===== config.mk =====
export PLATFORM = sky130hd
export DESIGN_NAME = iph_front
export DESIGN_NICKNAME = d
export VERILOG_FILES = /design/src/hw/rtl/iph_pkg.sv /design/src/hw/rtl/iph_front.sv
export SDC_FILE = /design/constraint.sdc
export NUM_CORES = 1
export LEC_CHECK = 0
export BUFFER_PORTS_ARGS = -buffer_cell sky130_fd_sc_hd__buf_4
export CORE_ASPECT_RATIO = 0.75
export CORE_MARGIN = 4
export CORE_UTILIZATION = 52
export CTS_CLUSTER_DIAMETER = 80
export CTS_CLUSTER_SIZE = 14
export DETAILED_ROUTE_END_ITERATION = 10
export PLACE_DENSITY_LB_ADDON = 0.12
export SETUP_SLACK_MARGIN = 0.3
export SLEW_MARGIN = 15
export SYNTH_ARGS = -nofsm -noshare
export SYNTH_HDL_FRONTEND = slang
export SYNTH_SLANG_ARGS = --single-unit

===== constraint.sdc =====
create_clock -name i_clk -period 3.35 [get_ports i_clk]
set_input_delay 0.67 -clock i_clk [delete_from_list [all_inputs] [get_ports i_clk]]
set_output_delay 0.67 -clock i_clk [all_outputs]
set_load 0.01 [all_outputs]

===== src/hw/rtl/iph_pkg.sv =====
// ---------------------------------------------------------------------------
// iph_pkg
// types and codes shared by the indexed pairing heap modules
// ---------------------------------------------------------------------------
package iph_pkg;

    localparam int CAP      = 1024;
    localparam int ID_W     = 10;
    localparam int LNK_W    = ID_W + 1;
    localparam int KEY_W    = 32;
    localparam int DATA_W   = 32;
    localparam int IN_W     = 80;
    localparam int OUT_W    = 88;

    localparam logic [LNK_W-1:0] NIL = {LNK_W{1'b1}};

    // entry status
    localparam logic [1:0] ST_FREE   = 2'd0;
    localparam logic [1:0] ST_QUEUED = 2'd1;
    localparam logic [1:0] ST_POPPED = 2'd2;

    // command codes on the input
    localparam logic [1:0] CMD_PUSH  = 2'd0;
    localparam logic [1:0] CMD_POP   = 2'd1;
    localparam logic [1:0] CMD_CLEAR = 2'd2;
    localparam logic [1:0] CMD_NONE  = 2'd3;

    // classified kinds
    localparam logic [1:0] KIND_PUSH  = 2'd0;
    localparam logic [1:0] KIND_POP   = 2'd1;
    localparam logic [1:0] KIND_CLEAR = 2'd2;
    localparam logic [1:0] KIND_NOP   = 2'd3;

    // push outcomes
    localparam logic [1:0] OUT_INSERTED = 2'd0;
    localparam logic [1:0] OUT_LOWERED  = 2'd1;
    localparam logic [1:0] OUT_REJECTED = 2'd2;
    localparam logic [1:0] OUT_NO_PUSH  = 2'd3;

    typedef struct packed {
        logic [1:0]        kind;
        logic [ID_W-1:0]   id;
        logic [KEY_W-1:0]  key;
        logic [DATA_W-1:0] data;
    } t_item;

    typedef struct packed {
        logic sweeping;
    } t_back_stat;

    typedef struct packed {
        logic [1:0]        status;
        logic [KEY_W-1:0]  key;
        logic [DATA_W-1:0] data;
        logic [LNK_W-1:0]  fc;
        logic [LNK_W-1:0]  par;
        logic [LNK_W-1:0]  lft;
        logic [LNK_W-1:0]  rgt;
    } t_node;

endpackage


===== src/hw/rtl/iph_front.sv =====
// ---------------------------------------------------------------------------
// iph_front
// accepts input transactions, classifies the command and queues them
// ---------------------------------------------------------------------------
module iph_front (
    input  logic                    i_clk,
    input  logic                    i_rst_n,
    input  logic                    i_s_tvalid,
    output logic                    o_s_tready,
    input  logic [iph_pkg::IN_W-1:0] i_s_tdata,
    input  iph_pkg::t_back_stat     i_stat,
    output logic                    o_q_valid,
    output iph_pkg::t_item          o_q_item,
    input  logic                    i_q_pop
);

    iph_pkg::t_item r_q [2];
    logic           r_wp;
    logic           r_rp;
    logic [1:0]     r_cnt;
    iph_pkg::t_item w_item;
    logic           w_push;

    always_comb begin
        w_item.id   = i_s_tdata[11:2];
        w_item.key  = i_s_tdata[43:12];
        w_item.data = i_s_tdata[75:44];
        unique case (i_s_tdata[1:0])
            iph_pkg::CMD_PUSH:  w_item.kind = iph_pkg::KIND_PUSH;
            iph_pkg::CMD_POP:   w_item.kind = iph_pkg::KIND_POP;
            iph_pkg::CMD_CLEAR: w_item.kind = iph_pkg::KIND_CLEAR;
            default:            w_item.kind = iph_pkg::KIND_NOP;
        endcase
    end

    assign o_s_tready = (r_cnt != 2'd2) && !i_stat.sweeping;
    assign w_push     = i_s_tvalid && o_s_tready;
    assign o_q_valid  = (r_cnt != 2'd0);
    assign o_q_item   = r_q[r_rp];

    always_ff @(posedge i_clk) begin
        if (w_push) begin
            r_q[r_wp] <= w_item;
        end
    end

    always_ff @(posedge i_clk) begin
        if (!i_rst_n) begin
            r_wp  <= 1'b0;
            r_rp  <= 1'b0;
            r_cnt <= 2'd0;
        end else begin
            if (w_push) begin
                r_wp <= !r_wp;
            end
            if (i_q_pop) begin
                r_rp <= !r_rp;
            end
            r_cnt <= r_cnt + {1'b0, w_push} - {1'b0, i_q_pop};
        end
    end

endmodule


==> results of run 1 <==
cells by family (layout without fill, tap and decap cells):
group	count (synthesis)	in the layout	synth area share (%)
compound gates	2	2	0.170
xor+xnor	2	2	0.298
fa+ha+maj	2	2	0.425
buf+inv	13	197	1.47
flops	157	157	79.3
mux	76	76	17.1
simple gates	13	13	1.28
worst reg2reg max path: cells and delay by family, from the launching register on:
family                 cells  cell delay (ns)
and+or+nand+nor            3             0.92
buffers and inverters      1             0.33
DFF                        1             0.34
stage by stage:
stage	std cells	total power [uW]
after detailed placement	557	2880
final	589	4980
after global routing	589	5150
after floorplan	265	2610
after CTS	589	5030
after global placement	557	2870
cells in the final DEF (no fill, tap or decap), types with 2 or more instances in the layout:
cell,n
clkbuf_16,17
and2_1,2
clkinv_2,3
mux2_2,36
clkinv_4,2
edfxtp_1,152
buf_12,3
mux2_4,40
inv_1,2
ha_1,2
dfxtp_1,4
clkbuf_1,3
nor2_1,4
bufinv_16,6
buf_4,159
final cells by class:
type / instances / area [um^2] / area share, %
sequential: 157 / 4670 / 59.0
timing repair buffer: 162 / 1250 / 15.8
multi-input combinational: 95 / 1140 / 14.4
clock buffer: 21 / 450 / 5.69
clock inverter: 11 / 215 / 2.72
tap: 140 / 175 / 2.21
inverter: 3 / 12.5 / 0.158
flip-flops by register name, summed over array words and instances (netlist names), named ones only:
name,flops
r_rp,1
r_cnt,2
r_q,152
r_wp,1
per-layer routing:
layer / GRT usage [%] / wire [um] / up-vias
met5: 0 / 0 / -
met3: 8.14 / 1110 / 14
met2: 26.3 / 5240 / 104
li1: - / - / 1385
met1: 19.5 / 4120 / 1391
met4: 7.35 / 186 / 0
power by group:
part	internal (uW)	total, uW	leakage [uW]	switching [uW]
clock network	1420	2140	0.000321	726
logic	314	545	0.00130	230
registers	2260	2290	0.00143	34.5
total	3990	4980	0.00305	991
worst max path at each step:
stage / from / end / slack [ns] / depth (start not counted)
5_1_grt: register / o_q_item[16] / 0.70 / 3
4_1_cts: register / o_q_item[16] / 0.74 / 3
6_report: register / o_q_item[16] / 0.79 / 3
2_1_floorplan: i_stat / r_q[0][0] / 0.31 / 3
3_3_place_gp: i_stat / r_q[1][9] / 1.11 / 4
3_5_place_dp: i_stat / r_q[1][13] / 1.06 / 4
==> results.txt, run 1 <==
The family with the most delay on the worst path is flip-flops. Summed over all instances, the cell type with the most area after synthesis is edfxtp_1. The DRC violation total after the first TritonRoute iteration came out at 185. The maximum number of pins on one net before global-route repair is 77. The worst setup path is captured at an output port. The proportion of synthesized chip area in sequential cells came out at 79.3%. The largest stage delay on the critical path came out at 0.55 ns. In the routed design, unresolved DRC markers number 0. The clock-pin slew on the worst setup and hold paths came out at 0.06 ns. The I/O pin count is 163. The number of gates resized after CTS came out at 0. The final weighted congestion in routability-driven placement came out at 0.728. The tightest min-delay check is of the primary input to register type. The synthesized instance count is 265. The count of port buffers added during placement came out at 158. The total detailed-routing wirelength came out at 10700 um. Yosys mapped the design onto 23 distinct sky130hd cell types. The mean number of vias per cell is 4.91. The number of buffers between clock root and the deepest sink is 2. The reported max-cap violation count is 0.

The total negative slack for setup checks came out at 0 ns. The measured slew at the worst slew-check pin is 0.569 ns. The share of async-settable or async-resettable flops after synthesis came out at 0%. The register-to-register path setup slack is 1.40 ns. The ratio of cells with drive above 1 in the final layout is 60.6%.

The ratio of total power to cell area came out at 629 nW/um^2. The final number of max-transition violations came out at 0. For hold timing, the worst endpoint is r_q[1][54]. The synthesized area per cell is 22.2 um^2. Among all cell types in the netlist, the one instantiated most often is edfxtp_1. The initial cell density of the core came out at 53.6%. At the worst endpoint, the required time is 2.68 ns.

The total of hold buffers inserted after clock tree synthesis is 0. The final cell area excluding filler cells came out at 7910 um^2. The number of warnings printed during yosys synthesis came out at 0. Hold is met by 0.435 ns. The worst voltage drop across the vdd grid is 0.000456 V. In this run the critical register-to-register path is launched from r_cnt[1]. The pre-CTS setup slack is 1.06 ns. The overall fraction of global-route tracks in use came out at 16.7%. The number of nets in the finished design is 523. After clock tree synthesis, the setup repair step added 0 buffers. The number of enable-type register cells in the synthesized netlist came out at 152. The static leakage power is 0.00305 uW. Setup repair after global routing left no endpoint under its margin. The buffering stage count on the worst path with inverters included came out at 2.

The maximum fanout along the worst path is 23. Setup violations remaining at the end of the flow were counted as 0. The worst register-to-register path has a depth of 4.

Traced cell by cell, the critical path runs through buf_4, mux2_2, buf_4. TritonCTS built the clock tree. The level count of the clock H-tree came out at 4. The tree is rooted in a clkbuf_16. The die covers 13100 um^2. The placement-stage cell area came out at 7250 um^2. The normalized max-slew margin came out at 62.1%. The worst clock skew on the final layout came out at 0.00598 ns. The standard-cell row count is 33.

Clock tree synthesis inserted a total of 17 buffers. The share of the synthesized area in the top cell type is 77.6%. The timing-limited maximum frequency came out at 390 MHz. Ranked by total cell area, the synthesized netlist is headed by edfxtp_1 78%, mux2_4 10%, mux2_2 6.9%. The wire-length estimate of the detail-placed layout is 6870 um.

The cell with the largest stage delay on the worst path is dfxtp_4. The number of synthesized register bits is 157. The horizontal extent of the die is 131 um. The overall overflow remaining after global route is 0. The flow ran to the end, and the final reports show no timing, DRC or antenna violations. The data arrival time at the worst-slack endpoint is 1.89 ns. The detailed-route via count came out at 2894.

The final core utilization is 72.1%. The initial antenna violation count is 0. The number of global-route vias before repair is 3036. The most repeated library cell on the critical path is buf_4. The number of hold violations in the final report is 0. Counting every net in the synthesized netlist gives 352.

For this run, the leading register cell type out of synthesis is edfxtp_1. After synthesis, the most frequently instantiated cells are 152 x edfxtp_1, 40 x mux2_4, 36 x mux2_2. In this run the critical register-to-register path is captured at r_q[1][14]. STA classifies the critical path startpoint as a register. The count of nets left with antenna violations after detail routing came out at 0.

Counting I/O delays and the setup requirement, the final critical path takes 2.56 ns. The first TritonRoute pass finished after 4 iterations. The setup slack after layout came out at 0.788 ns.

The startpoint identified for the worst hold timing path is i_s_tdata[34]. The hold path depth came out at 1. The clock reaches the later pin of the worst-skew pair after 0.41 ns. The die is 100 um tall. The worst path uses 76.5% of the clock period. The synthesis-to-layout area growth came out at 34.5%. The clock sink count came out at 157.

The synthesized area came out at 5880 um^2. The core region area is 11000 um^2. The count of antenna diodes in the layout is 0. The global-route wire length before repair came out at 16000 um.

The worst setup path is of the register to output port kind. The mean routed wirelength per cell is 18.1 um. The number of fill cells in the layout came out at 697.
Note: power is estimated with default switching activity, not from simulation.
==> run 2, diff against run 1 <==
clock period = 2.63 ns   (was 3.35 ns; I/O delays follow)
==> results.txt, run 2 (synthesis results as in run 1) <==
The run finished with clean final reports. The standard-cell row count came out at 33 (unchanged). The endpoint identified for the worst register-to-register timing path is r_cnt[1].

The worst clock skew on the final layout came out at 0.0106 ns (+0.00465 ns). The ratio of total power to cell area came out at 785 nW/um^2 (+25%). The library cell used most frequently in the layout, excluding fill and tap cells, is buf_4. The DRC violations left came out at 0 (unchanged). The I/O pin count is 163 (unchanged).

The synthesis-to-layout area growth is 35.3%. The core region area came out at 11000 um^2 (unchanged). The clock insertion delay at the later pin of the skew report came out at 0.41 ns (about the same).

The largest registers in the layout are r_q x152, r_cnt x2. The count of nets left with antenna violations after detail routing is 0 (unchanged). In this run the most critical hold path is launched from i_s_tdata[70]. The overall overflow remaining after global route came to 0 (unchanged). The startpoint of the most critical register-to-register path is r_cnt[1]. The combined flip-flop and latch cell area came out at 4670 um^2 (unchanged).

The required time of the critical path is 2.10 ns (-0.58 ns). The clock-pin slew on the worst setup and hold paths is 0.06 ns (about the same). The post-route worst hold slack came out at 0.291 ns (-0.143 ns).

The final weighted congestion in routability-driven placement is 0.719 (-1.2%). The number of global-route vias before repair came to 3171 (+4.4%). The ratio of cells with drive above 1 in the final layout is 60.9% (+0.30 points). The worst voltage drop across the vdd grid is 0.000478 V (+4.8%).

The count of antenna diodes in the layout is 0 (unchanged). The mean number of vias per cell is 4.99 (+1.7%). The level count of the clock H-tree is 4 (unchanged). Setup repair after global routing left no endpoint under its margin. The overall fraction of global-route tracks in use came to 16.5% (-0.21 points). The buffering stage count on the worst path with inverters included came out at 2 (unchanged). The number of search-and-repair iterations in the first detailed-routing pass is 5 (+1).

The number of fill cells in the layout came out at 680 (-2.4%). The measured slew at the worst slew-check pin came out at 0.299 ns (-0.270 ns). The initial antenna violation count came out at 0 (unchanged). Traced cell by cell, the critical path runs through buf_16, mux2_2, buf_4.

The min-delay analysis places its worst path in the category primary input to register. STA classifies the critical path endpoint as an output port. In the finished design, the share of the clock period the worst path needs comes to 85.3%. The length in cells of the worst reg-to-reg path is 9 (+5). The top cell types in the final layout, fill and taps aside, are 163 x buf_4, 152 x edfxtp_1, 40 x mux2_4, 36 x mux2_2, 17 x clkbuf_16. The timing-limited maximum frequency came out at 446 MHz. The normalized max-slew margin is 80.1% (+18 points). The maximum number of pins on one net before global-route repair is 38 (-51%). The DRC violation total after the first TritonRoute iteration is 186 (+0.54%). TritonCTS built the clock tree. The data arrival time at the worst-slack endpoint is 1.72 ns (-0.17 ns). The overall die height is 100 um (unchanged). The total detailed-routing wirelength was 10400 um (-2.0%). The number of flip-flops in the largest register came out at 152 (unchanged). The total CTS buffers came out at 17 (unchanged).

The total of hold buffers inserted after clock tree synthesis came out at 0 (unchanged). The multi-input gate area in the final layout is 1140 um^2 (unchanged). The global-route wire length before repair is 15900 um (-0.52%). The cell with the largest stage delay on the worst path is dfxtp_4.

The tree is rooted in a clkbuf_16. Broken down by cell family, the worst path's largest delay share belongs to flip-flops. The maximum fanout along the worst path came out at 37 (+61%). The largest stage delay on the critical path came to 0.48 ns (-0.07 ns). The worst setup path is launched from a register. The reported max-cap violation count is 0 (unchanged). The initial cell density of the core came to 53.6% (unchanged). The final number of max-transition violations is 0 (unchanged). The count of port buffers added during placement came out at 158 (unchanged). The setup path with the least slack is of type register to output port. The die area came out at 13100 um^2 (unchanged). The register-to-register path setup slack came out at 0.90 ns (-0.50 ns).

The number of buffers between clock root and the deepest sink came out at 2 (unchanged). The time the final worst path needs with I/O delays and setup came out at 2.24 ns. The detailed-route via count came out at 2972 (+2.7%).

The HPWL after detailed placement came to 7160 um (+4.2%). The number of hold violations in the final report came out at 0 (unchanged). The static leakage power came out at 0.00307 uW (+0.67%). The top register by number of flip-flops is r_q.

The total negative slack for setup checks is 0 ns (unchanged). The setup violation total in the final timing report came out at 0 (unchanged). The horizontal extent of the die came out at 131 um (unchanged). The mean routed wirelength per cell came out at 17.5 um (-3.0%). The clock sink count came to 157 (unchanged).

The number of nets in the finished design came to 529 (+1.1%). The hold path depth is 1 (unchanged). For hold timing, the worst endpoint is r_q[1][26].
[run 2: cell count changes in the layout (fill, tap and decap cells not counted)]
cell and change:
buf_4 +4, clkinv_2 -2, buf_16 +1, buf_6 +1
bufinv_16 -1, clkbuf_1 +1, clkinv_4 +1, clkinvlp_4 +1
[run 2: stage by stage]
stage	utilization, %	worst slack [ns]	power (uW)	instance area, um^2	std cells
final	72.5	0.387	6250	7960	595
after global routing	72.5	0.312	6490	7960	595
after CTS	72.5	0.350	6320	7960	595
after detailed placement	66.5	0.621	3690	7300	562
after global placement	66.5	0.644	3670	7300	562
after floorplan	-	0.369	3330	5890	265
[run 2: routing by layer]
metal	vias up	global-route usage (%)	part of all wire (%)
met3	6	7.87	11
met1	1459	19.5	38
met5	-	0	0
li1	1394	-	-
met4	0	5.61	0.70
met2	113	26.7	51
[run 2: how the worst max path moves through the flow]
stage	cells past startpoint	endpoint	slack, ns
2_1_floorplan	3	r_q[0][0]	0.37
3_3_place_gp	5	r_q[0][30]	0.64
3_5_place_dp	5	r_q[0][30]	0.62
4_1_cts	3	o_q_item[0]	0.35
5_1_grt	3	o_q_item[0]	0.31
6_report	3	o_q_item[0]	0.39
[run 2: layout make-up]
cell class / instances / share of cell area, %
well taps: 140 / 2.20
multi-input cells: 95 / 14.3
clock inverters: 10 / 2.37
inverters: 3 / 0.189
clock buffers: 22 / 5.70
flip-flops and latches: 157 / 58.6
repair buffers: 168 / 16.6
[run 2: what timing repair did]
| item | 4_1_cts | 5_1_grt |
|---|---|---|
| gates resized for setup | 1 | 0 |
| endpoints found under the hold margin | 0 | 0 |
| endpoints found under the setup margin | 43 | 0 |
| buffers inserted | 1 | 0 |
[run 2: power by group]
group | internal, uW | switching, uW | total [uW]
registers | 2870 | 39.2 | 2910
logic | 416 | 303 | 719
clock network | 1710 | 909 | 2620
==> run 3, diff against run 2 <==
CORE_UTILIZATION = 54   (was 52)
CTS_BUF_LIST = sky130_fd_sc_hd__clkbuf_2   (was unset)
==> results.txt, run 3 (synthesis results as in run 1) <==
The maximum fanout along the worst path is 6 (-84%). The mean number of vias per cell came out at 5.04 (+0.93%). The horizontal extent of the die came to 129 um (-1.8%). The placement-stage cell area is 7270 um^2 (-0.45%). The top register by number of flip-flops is r_q. The number of nets in the finished design came out at 618 (+17%). TritonCTS built the clock tree.

The total CTS buffers is 17 (unchanged). The measured slew at the worst slew-check pin came to 0.549 ns (+0.250 ns). On the critical path the largest part of the delay comes from buffers and inverters. The overall die height came out at 98.4 um (-1.7%). By startpoint and endpoint, the worst setup path is classified as register to output port. The count of nets left with antenna violations after detail routing came to 0 (unchanged). The static leakage power is 0.00358 uW (+16%). The buffering stage count on the worst path with inverters included was 3 (+1). The setup violation total in the final timing report came out at 0 (unchanged). The largest stage delay on the critical path came to 0.43 ns (-0.05 ns).

The standard-cell row count is 32 (-3.0%). The clock share of power was 26.4% (-15 points). The clock-pin slew on the worst setup and hold paths is 0.21 ns (+0.15 ns). In this run the worst hold path is classified as primary input to register. The clock sink count came to 157 (unchanged).

The DRC violations left came out at 0 (unchanged). The relative contribution of combinational cells to total power is 19.9% (+8.4 points). The ratio of total power to cell area came to 601 nW/um^2 (-24%).

The mean routed wirelength per cell came to 20.6 um (+18%). The final cell area excluding filler cells was 9020 um^2 (+13%). The data arrival time at the worst-slack endpoint is 1.84 ns (+0.12 ns).

The routed length on met1 is 5360 um (+37%). The overall fraction of global-route tracks in use came out at 19.3% (+2.8 points). The met3 wire length came to 985 um (-14%). The count of port buffers added during placement is 158 (unchanged). The I/O pin count is 163 (unchanged). Setup repair after global routing could not meet its margin everywhere. The total detailed-routing wirelength was 14000 um (+34%). The final number of max-transition violations came to 0 (unchanged). The number of buffers between clock root and the deepest sink came out at 2 (unchanged). The level count of the clock H-tree is 4 (unchanged). The total negative slack for setup checks is 0 ns (unchanged). Relative to the synthesized area, the layout overhead comes to 53.2%.

The time the final worst path needs with I/O delays and setup is 2.36 ns (+0.120 ns). The global-route wire length before repair is 18100 um (+14%). The overall overflow remaining after global route came out at 0 (unchanged). The tree is rooted in a clkbuf_2. The detailed-route via count is 3428 (+15%). STA classifies the critical path endpoint as an output port. The HPWL after detailed placement is 7130 um (-0.31%). The power dissipated by switching net loads is 1260 uW (+0.96%).

The largest registers in the layout are r_q x152, r_cnt x2. Leaving out fill and tap cells, the most frequent cells in the layout are 152 x edfxtp_1, 91 x buf_4, 77 x dlygate4sd3_1, 75 x mux2_4, 72 x buf_6. The die area came out at 12600 um^2 (-3.4%). The core region area came out at 10500 um^2 (-4.9%). The sequential fraction of design power was 53.7% (+7.1 points).

The number of search-and-repair iterations in the first detailed-routing pass came out at 4 (-1). The cell-internal power came to 4150 uW (-17%). The part of the cycle the worst path needs is 89.9% (+4.6 points). The count of antenna diodes in the layout is 0 (unchanged). The run finished with clean final reports. The leading cell type in the layout, fill and taps excluded is edfxtp_1. The worst clock skew on the final layout is 0.0252 ns (+0.0146 ns). Walking the worst path, the cells encountered are buf_12, clkbuf_16, mux2_4, buf_6. The initial antenna violation count is 0 (unchanged).

The clock insertion delay at the later pin of the skew report came out at 0.68 ns (+0.27 ns). The worst voltage drop across the vdd grid came out at 0.000585 V (+22%). The number of hold violations in the final report was 0 (unchanged).

The uppermost layer routed is met4. The combined flip-flop and latch cell area came out at 4670 um^2 (unchanged). The DRC violation total after the first TritonRoute iteration is 237 (+27%). The switching part of the total is 23.3% (+3.3 points). The maximum number of pins on one net before global-route repair is 58 (+53%).

The total length of routed met2 wires was 7490 um (+41%). The final weighted congestion in routability-driven placement came out at 0.733 (+1.9%). The element type at the critical path start is a register. The normalized max-slew margin was 63.4% (-17 points). The number of flip-flops in the largest register was 152 (unchanged). The reported max-cap violation count came out at 0 (unchanged). The required time of the critical path came out at 2.10 ns (about the same). The number of global-route vias before repair was 3607 (+14%). The initial cell density of the core came out at 56.3% (+2.7 points). The ratio of cells with drive above 1 in the final layout is 53.3% (-7.6 points). The number of fill cells in the layout is 445 (-35%). The multi-input gate area in the final layout is 1270 um^2 (+12%). The timing-limited maximum frequency came to 423 MHz (-5.1%). The cell with the largest stage delay on the worst path is dfxtp_4.
==> run 3: worst register-to-register path, stage by stage, from the launching register on <==
cell and delay (ns):
dfxtp_1 0.46, nor2b_4 0.07, nor2_1 0.20, nand2_1 0.10
ha_1 0.28, inv_1 0.07, ha_1 0.16, xor2_1 0.20
nor2_1 0.09, nor3_1 0.25
==> run 3: power by group through the flow <==
| stage | sequential [uW] | combinational, uW | clock, uW |
|---|---|---|---|
| after floorplan | 2950 | 376 | 0 |
| after global placement | 2970 | 696 | 0 |
| after detailed placement | 2980 | 709 | 0 |
| after CTS | 2910 | 833 | 1450 |
| after global routing | 2920 | 1140 | 1590 |
| final | 2910 | 1080 | 1430 |
==> run 3: path summary, 6_finish.rpt <==
path / start / depth (start not counted) / slack [ns] / endpoint
worst max register to register: r_cnt[0] / 9 / 0.68 / r_cnt[1]
worst max-delay path: register / 4 / 0.27 / o_q_item[59]
worst min-delay path: i_q_pop / 3 / 0.14 / r_rp
worst min register to register: r_rp / 2 / 0.56 / r_rp
==> run 3: per-stage QoR <==
stage                     power [uW]  setup slack [ns]  hold slack [ns]  utilization (%)  cells
after global routing            5650             0.107           0.0400             86.3    680
after global placement          3660             0.666            0.485             69.6    556
final                           5420             0.267            0.139             86.3    680
after floorplan                 3330             0.369            0.458                -    265
after CTS                       5190             0.160           0.0248             79.8    668
after detailed placement        3690             0.663            0.507             69.6    556
==> run 3: timing repair <==
| item | 4_1_cts | 5_1_grt |
|---|---|---|
| pin swaps | 0 | 0 |
| cloned | 0 | 9 |
| setup endpoints to repair | 76 | 76 |
| endpoints found under the hold margin | 153 | 0 |
| gates resized for setup | 1 | 120 |
| hold buffers | 77 | 0 |
| setup buffers | 3 | 3 |
==> run 3: cell type report <==
| cell class | count | area share, % |
|---|---|---|
| Clock inverter | 13 | 1.92 |
| Clock buffer | 19 | 1.05 |
| Tap cell | 136 | 1.89 |
| Inverter | 3 | 0.167 |
| Timing Repair Buffer | 257 | 29.1 |
| Sequential cell | 157 | 51.8 |
| Multi-Input combinational cell | 95 | 14.1 |
==> run 3: per-layer routing <==
metal,track usage (%),vias up
li1,-,1572
met1,20.6,1708
met2,34.8,133
met3,8.04,15
met4,5.57,0
met5,0,-
